[src/design/cts_pkg.sv]
// shared types, constants and helper functions for the calendar timestamp converter
// depends on nothing; imported by all rtl modules and by the checker and testbench
`timescale 1ns / 1ps
`default_nettype none

package cts_pkg;

	localparam int PIPE_DEPTH = 9;

	localparam logic [50:0] STAMP_MAX  = 51'd2068116364799999;
	localparam logic [26:0] MS_PER_DAY = 27'd86400000;

	// reciprocals for constant division
	localparam logic [25:0] RECIP_DAY  = 26'd52124995;    // 2^52 / 86400000
	localparam logic [31:0] RECIP_YEAR = 32'd3010360589;  // 400 * 2^40 / 146097
	localparam logic [27:0] RECIP_1000 = 28'd137438954;   // 2^37 / 1000, rounded up
	localparam logic [17:0] RECIP_60   = 18'd139811;      // 2^23 / 60, rounded up
	localparam logic [16:0] RECIP_100  = 17'd83887;       // 2^23 / 100, rounded up

	localparam logic OP_ENCODE = 1'b0;
	localparam logic OP_DECODE = 1'b1;

	localparam logic [1:0] ST_OK         = 2'd0;
	localparam logic [1:0] ST_BAD_FIELDS = 2'd1;
	localparam logic [1:0] ST_CLAMPED    = 2'd2;

	typedef logic [PIPE_DEPTH-1:0] stage_en_t;

	typedef struct packed {
		logic [15:0] year;
		logic [3:0]  month;
		logic [4:0]  day;
		logic [4:0]  hour;
		logic [5:0]  minute;
		logic [5:0]  second;
		logic [9:0]  milli;
	} fields_t;

	// floor(x / 100) for x below 91180
	function automatic logic [9:0] div100(input logic [16:0] x);
		logic [33:0] p;
		p = 34'(x) * 34'(RECIP_100);
		return p[32:23];
	endfunction

	// q100 = ceil(c / 100), q400 = ceil(c / 400)
	function automatic logic is_leap(input logic [16:0] c, input logic [9:0] q100,
			input logic [9:0] q400);
		logic div4;
		logic div100_n;
		logic div400;
		div4     = (c[1:0] == 2'd0);
		div100_n = ((17'(q100) * 17'd100) != c);
		div400   = ((17'(q400) * 17'd400) == c);
		return div4 && (div100_n || div400);
	endfunction

	function automatic logic [8:0] month_start(input logic [3:0] m);
		logic [8:0] d;
		case (m)
			4'd2:    d = 9'd31;
			4'd3:    d = 9'd59;
			4'd4:    d = 9'd90;
			4'd5:    d = 9'd120;
			4'd6:    d = 9'd151;
			4'd7:    d = 9'd181;
			4'd8:    d = 9'd212;
			4'd9:    d = 9'd243;
			4'd10:   d = 9'd273;
			4'd11:   d = 9'd304;
			4'd12:   d = 9'd334;
			default: d = 9'd0;
		endcase
		return d;
	endfunction

endpackage

`default_nettype wire

[src/design/cts_encode.sv]
// encode datapath: calendar fields to millisecond count, three working stages
// then a delay line to the common pipeline depth; depends on cts_pkg
`timescale 1ns / 1ps
`default_nettype none

module cts_encode (
	input  wire logic              clk,
	input  wire cts_pkg::stage_en_t en,
	input  wire logic [15:0]       year_in,
	input  wire logic [3:0]        month_in,
	input  wire logic [4:0]        day_in,
	input  wire logic [4:0]        hour_in,
	input  wire logic [5:0]        minute_in,
	input  wire logic [5:0]        second_in,
	input  wire logic [9:0]        milli_in,
	output logic      [50:0]       stamp,
	output logic                   bad
);
	import cts_pkg::*;

	logic [15:0] year_s1;
	logic [3:0]  month_s1;
	logic [4:0]  day_s1;
	logic [24:0] y365_s1;
	logic [14:0] q4_s1;
	logic [9:0]  q100_s1;
	logic [9:0]  q400_s1;
	logic [26:0] tod_s1;
	logic        fok_s1;

	logic [24:0] days_s2;
	logic [26:0] tod_s2;
	logic        ok_s2;

	logic [50:0] stamp_sk [2:PIPE_DEPTH-1];
	logic        bad_sk   [2:PIPE_DEPTH-1];

	logic [16:0] y_ext;
	logic        leap;
	logic [4:0]  mlen;
	logic [24:0] days;
	logic [51:0] total;

	assign y_ext = {1'b0, year_s1};

	always_ff @(posedge clk) begin
		if (en[0]) begin
			year_s1  <= year_in;
			month_s1 <= month_in;
			day_s1   <= day_in;
			y365_s1  <= 25'(25'(year_in) * 25'd365);
			q4_s1    <= 15'((17'(year_in) + 17'd3) >> 2);
			q100_s1  <= div100(17'(year_in) + 17'd99);
			q400_s1  <= div100(17'((17'(year_in) + 17'd399) >> 2));
			tod_s1   <= 27'(27'(hour_in) * 27'd3600000 + 27'(minute_in) * 27'd60000 +
				27'(second_in) * 27'd1000 + 27'(milli_in));
			fok_s1   <= (month_in >= 4'd1) && (month_in <= 4'd12) && (day_in >= 5'd1) &&
				(hour_in <= 5'd23) && (minute_in <= 6'd59) && (second_in <= 6'd59) &&
				(milli_in <= 10'd999);
		end
	end

	always_comb begin
		leap = is_leap(y_ext, q100_s1, q400_s1);
		case (month_s1) inside
			4'd2:                      mlen = leap ? 5'd29 : 5'd28;
			4'd4, 4'd6, 4'd9, 4'd11:   mlen = 5'd30;
			default:                   mlen = 5'd31;
		endcase
		days = 25'(y365_s1 + 25'(q4_s1) - 25'(q100_s1) + 25'(q400_s1) +
			25'(month_start(month_s1)) + 25'(leap && (month_s1 > 4'd2)) + 25'(day_s1) -
			25'd1);
	end

	always_ff @(posedge clk) begin
		if (en[1]) begin
			days_s2 <= days;
			tod_s2  <= tod_s1;
			ok_s2   <= fok_s1 && (day_s1 <= mlen);
		end
	end

	assign total = 52'(days_s2) * 52'(MS_PER_DAY) + 52'(tod_s2);

	always_ff @(posedge clk) begin
		if (en[2]) begin
			stamp_sk[2] <= ok_s2 ? total[50:0] : '0;
			bad_sk[2]   <= !ok_s2;
		end
	end

	for (genvar k = 3; k < PIPE_DEPTH; k++) begin : g_dly
		always_ff @(posedge clk) begin
			if (en[k]) begin
				stamp_sk[k] <= stamp_sk[k-1];
				bad_sk[k]   <= bad_sk[k-1];
			end
		end
	end

	assign stamp = stamp_sk[PIPE_DEPTH-1];
	assign bad   = bad_sk[PIPE_DEPTH-1];

endmodule

`default_nettype wire

[config.mk]
export PLATFORM = sky130hd
export DESIGN_NAME = cts_encode
export DESIGN_NICKNAME = d
export VERILOG_FILES = /design/src/design/cts_pkg.sv /design/src/design/cts_encode.sv
export SDC_FILE = /design/constraint.sdc
export NUM_CORES = 2
export LEC_CHECK = 0
export ABC_AREA = 1
export BUFFER_PORTS_ARGS = -buffer_cell sky130_fd_sc_hd__buf_2
export CAP_MARGIN = 10
export CORE_UTILIZATION = 30
export DETAILED_ROUTE_END_ITERATION = 8
export HOLD_SLACK_MARGIN = 0.12
export SYNTH_ARGS = -nofsm -noshare
export SYNTH_HDL_FRONTEND = slang
export SYNTH_SLANG_ARGS = --single-unit
[constraint.sdc]
create_clock -name clk -period 7.7 [get_ports clk]
set_input_delay 0.77 -clock clk [delete_from_list [all_inputs] [get_ports clk]]
set_output_delay 0.77 -clock clk [all_outputs]
set_load 0.1 [all_outputs]
==> impl_results.md <==
* Status: complete, no violations
* Starting density of the core at a little over 30%
* Share of layout cells above drive strength 1 at 6.21%
* Worst Hold Class: input port to flop
* Max Cap Viol at 0
* Register area share after synthesis at between 30% and 40%
* CTS tree: done
* Vias in the first global route at around 33,000
* Largest cells by area after synthesis: edfxtp_1, fa_1, ha_1, inv_1, nand2_1
* Largest net degree at the start of global routing at 63
* # hold bufs at CTS at 0
* Library cells used by synthesis at between 50 and 60
* Post-Syn Area at between 50,000 and 60,000 µm²
* Reg2reg path depth at 28
* Setup-failing EPs final at 0
* Hold Vio Cnt, Final at 0
* Most used cell, CP: inv_1
* Period utilization at about 88%
* First-pass GRT wire length at roughly 180 mm
* Final net count at 6,427
* Final Skew at 0.0299 ns
* Final GP Congestion at ~0.9
* Worst relative slew slack at around a quarter
* Post-synthesis register bit count at approximately 540
* Setup TNS Final at 0 ns
* FF-to-FF End: stamp_sk[0][151]
* Share of the synthesized area in the top cell type at 31.4%
* Antenna violations before repair at 10
* Count leader, synth: inv_1
* Root Buffer Master: clkbuf_16
* Worst setup startpoint: year_in[0]
* Total Routing Usage GR at a little over an eighth
* Die width at about 400 µm
* R2R setup slack at between 1 and 1.5 ns
* I/O pins at approximately 110
* Synth cell count leaders: inv_1, ha_1, nand2_1, edfxtp_1, fa_1
* # DRC at 0
* Fillers at between 15,000 and 20,000
* Post-cts sizing count at 0
* Simple-gate portion of the synthesized area at 10.4%
* Max Root-Sink Buffers at 3
* Main combinational cell family by area after synthesis: adder cells
* Data arrival, critical path at between 7 and 8 ns
* Synth Area per Inst at ~10 µm²
* RSZ-0062 raised after global routing: no
* Crit Path Category: input port to flop
* Worst slew pin tran at roughly 1.1 ns
* Mapped Nets at around 6,300
* Mux contribution to synthesized area at 0%
* Worst-path clk slew at 0.06 ns
* GRT overflow at 0
* Worst setup EP type: flop
* XOR/XNOR share of the synthesized area at 3.62%
* Peak Freq at between 0.1 and 0.15 GHz
* Worst r2r src: days_s2[11]
* Post-synth top area cell: edfxtp_1
* Hold Startpoint: milli_in[0]
* Area Overhead vs Synth at 9.85%
* Core region area at 166,000 µm²
* Crit path largest cell delay at 0.55 ns
* DR pass1 iterations at 5
* Clk sinks at 536
* H-tree depth at 2
* Critical Path RT at approximately 8.1 ns
* Yosys Warn Count at 0
* Die area at approximately 170,000 µm²
* DR vias at roughly 32,000
* Synth Area in Adders at between 30% and 40%
* Drt wl/cell at between 15 and 20 µm
* Die Y at roughly 410 µm
* Site Rows at ~150
* Synth Area in Compound Gates at 5.18%
* Number of antenna-violating nets in the routed design at 0
* Wire length after detailed routing at ~110 mm
* Area of the multi-input gates at approximately 30,000 µm²
* Setup crit start kind: input port
* Mapped Cells at 4,936
* Via-to-Cell Ratio at about 4.4
* Synth Flop Type: edfxtp_1
* Placed wire-length estimate at roughly 94 mm
* Crit path time final at ~6.8 ns
* Crit-path max FO at 7
* Skew-Pair Late Insertion Delay at ~0.64 ns
* DRT iter0 DRCs at between 1,000 and 1,500
* Fin. max-slew vios at 0
* TritonCTS buffer count at 54
* Synth async-reset ratio at 0%
* Worst path slowest cell: fa_1
* Crit path to: q100_s1[6]
* EDFF count, synth at roughly 530
* Seq. cell area at around 16,000 µm²
* I/O Buffers at between 100 and 150
* Post-CTS Repair Setup Buffers at 0
-- cell families (layout without fill, tap and decap cells) --
kind of cell	after synthesis	in the layout
AO/OA/AOI/OAI	474	474
other	0	3
XOR/XNOR	207	207
adder cells (fa/ha/maj)	1290	1290
buffers and inverters	1221	1405
flip-flops	536	536
AND/OR/NAND/NOR	1208	1208
-- final cells by class --
cell class	count	area share, %
repair buffers	147	1.50
clock buffers	64	2.51
multi-input cells	3179	53.5
diodes	3	0.0136
clock inverters	37	0.783
well taps	2189	4.95
flip-flops and latches	536	28.9
inverters	1157	7.85
-- registers in the layout, indices dropped and copies added, names as in the netlist, named ones only --
register,count
bad_sk,7
stamp_sk,357
day_s1,5
year_s1,16
q100_s1,10
month_s1,4
fok_s1,1
ok_s2,1
tod_s1,27
q4_s1,15
q400_s1,9
days_s2,25
y365_s1,23
tod_s2,27
-- metal layers --
metal	track usage [%]	part of all wire, %	vias up
met1	16.9	45	15400
met5	0	0.051	-
met3	1.84	4.0	180
met2	22.8	48	514
met4	3.67	2.9	8
li1	-	-	16200
-- through the flow --
stage                     cells  utilization, %  area (µm²)  hold slack [ns]  setup WS, ns
after detailed placement   7208            32.3       53500            0.405         0.291
after global placement     7208            32.3       53500            0.402         0.256
after floorplan            4936               -       50400            0.400         0.486
final                      7312            33.4       55300            0.319         0.910
after CTS                  7309            33.4       55300            0.268         0.949
after global routing       7310            33.4       55300            0.283         0.302
-- how the worst min path moves through the flow --
stage	endpoint	slack, ns	cells past startpoint
finish	tod_s1[0]	0.32	1
global route	tod_s1[0]	0.28	1
CTS	tod_s1[0]	0.27	1
detailed placement	stamp_sk[0][157]	0.40	0
global placement	tod_s2[26]	0.40	0
floorplan	bad_sk[0][3]	0.40	0
-- worst max-delay path, delay by kind of cell --
| family | cells | cell delay, ns |
|---|---|---|
| xor gates and xnor gates | 2 | 0.42 |
| adders and majority gates | 8 | 3.36 |
| buffers and inverters | 7 | 0.71 |
| and+or+nand+nor | 8 | 0.91 |
| AOI/OAI and AO/OA | 5 | 0.99 |
-- layout by cell type (no fill, tap or decap), types with 9 or more instances in the layout --
master,Yosys,layout
inv_1,1144,1144
ha_1,787,787
nand2_1,657,657
edfxtp_1,527,527
fa_1,503,503
a21oi_1,247,247
nor2_1,241,241
xor2_1,149,149
nand3_1,143,143
o21ai_0,125,125
buf_2,1,112
xnor2_1,57,57
clkbuf_16,0,54
nor3_1,35,35
buf_4,52,34
nand4_1,32,32
nand2_2,30,30
a31oi_1,23,23
o21a_1,17,17
nor2_2,15,15
nor4_1,12,12
clkinv_2,1,12
clkinv_1,4,11
o21bai_1,10,10
clkbuf_1,11,10
dfxtp_1,9,9
Power is left out: the tool's default activity adds up to more than one toggle a clock period on the data nets, which glitch-free logic cannot reach.
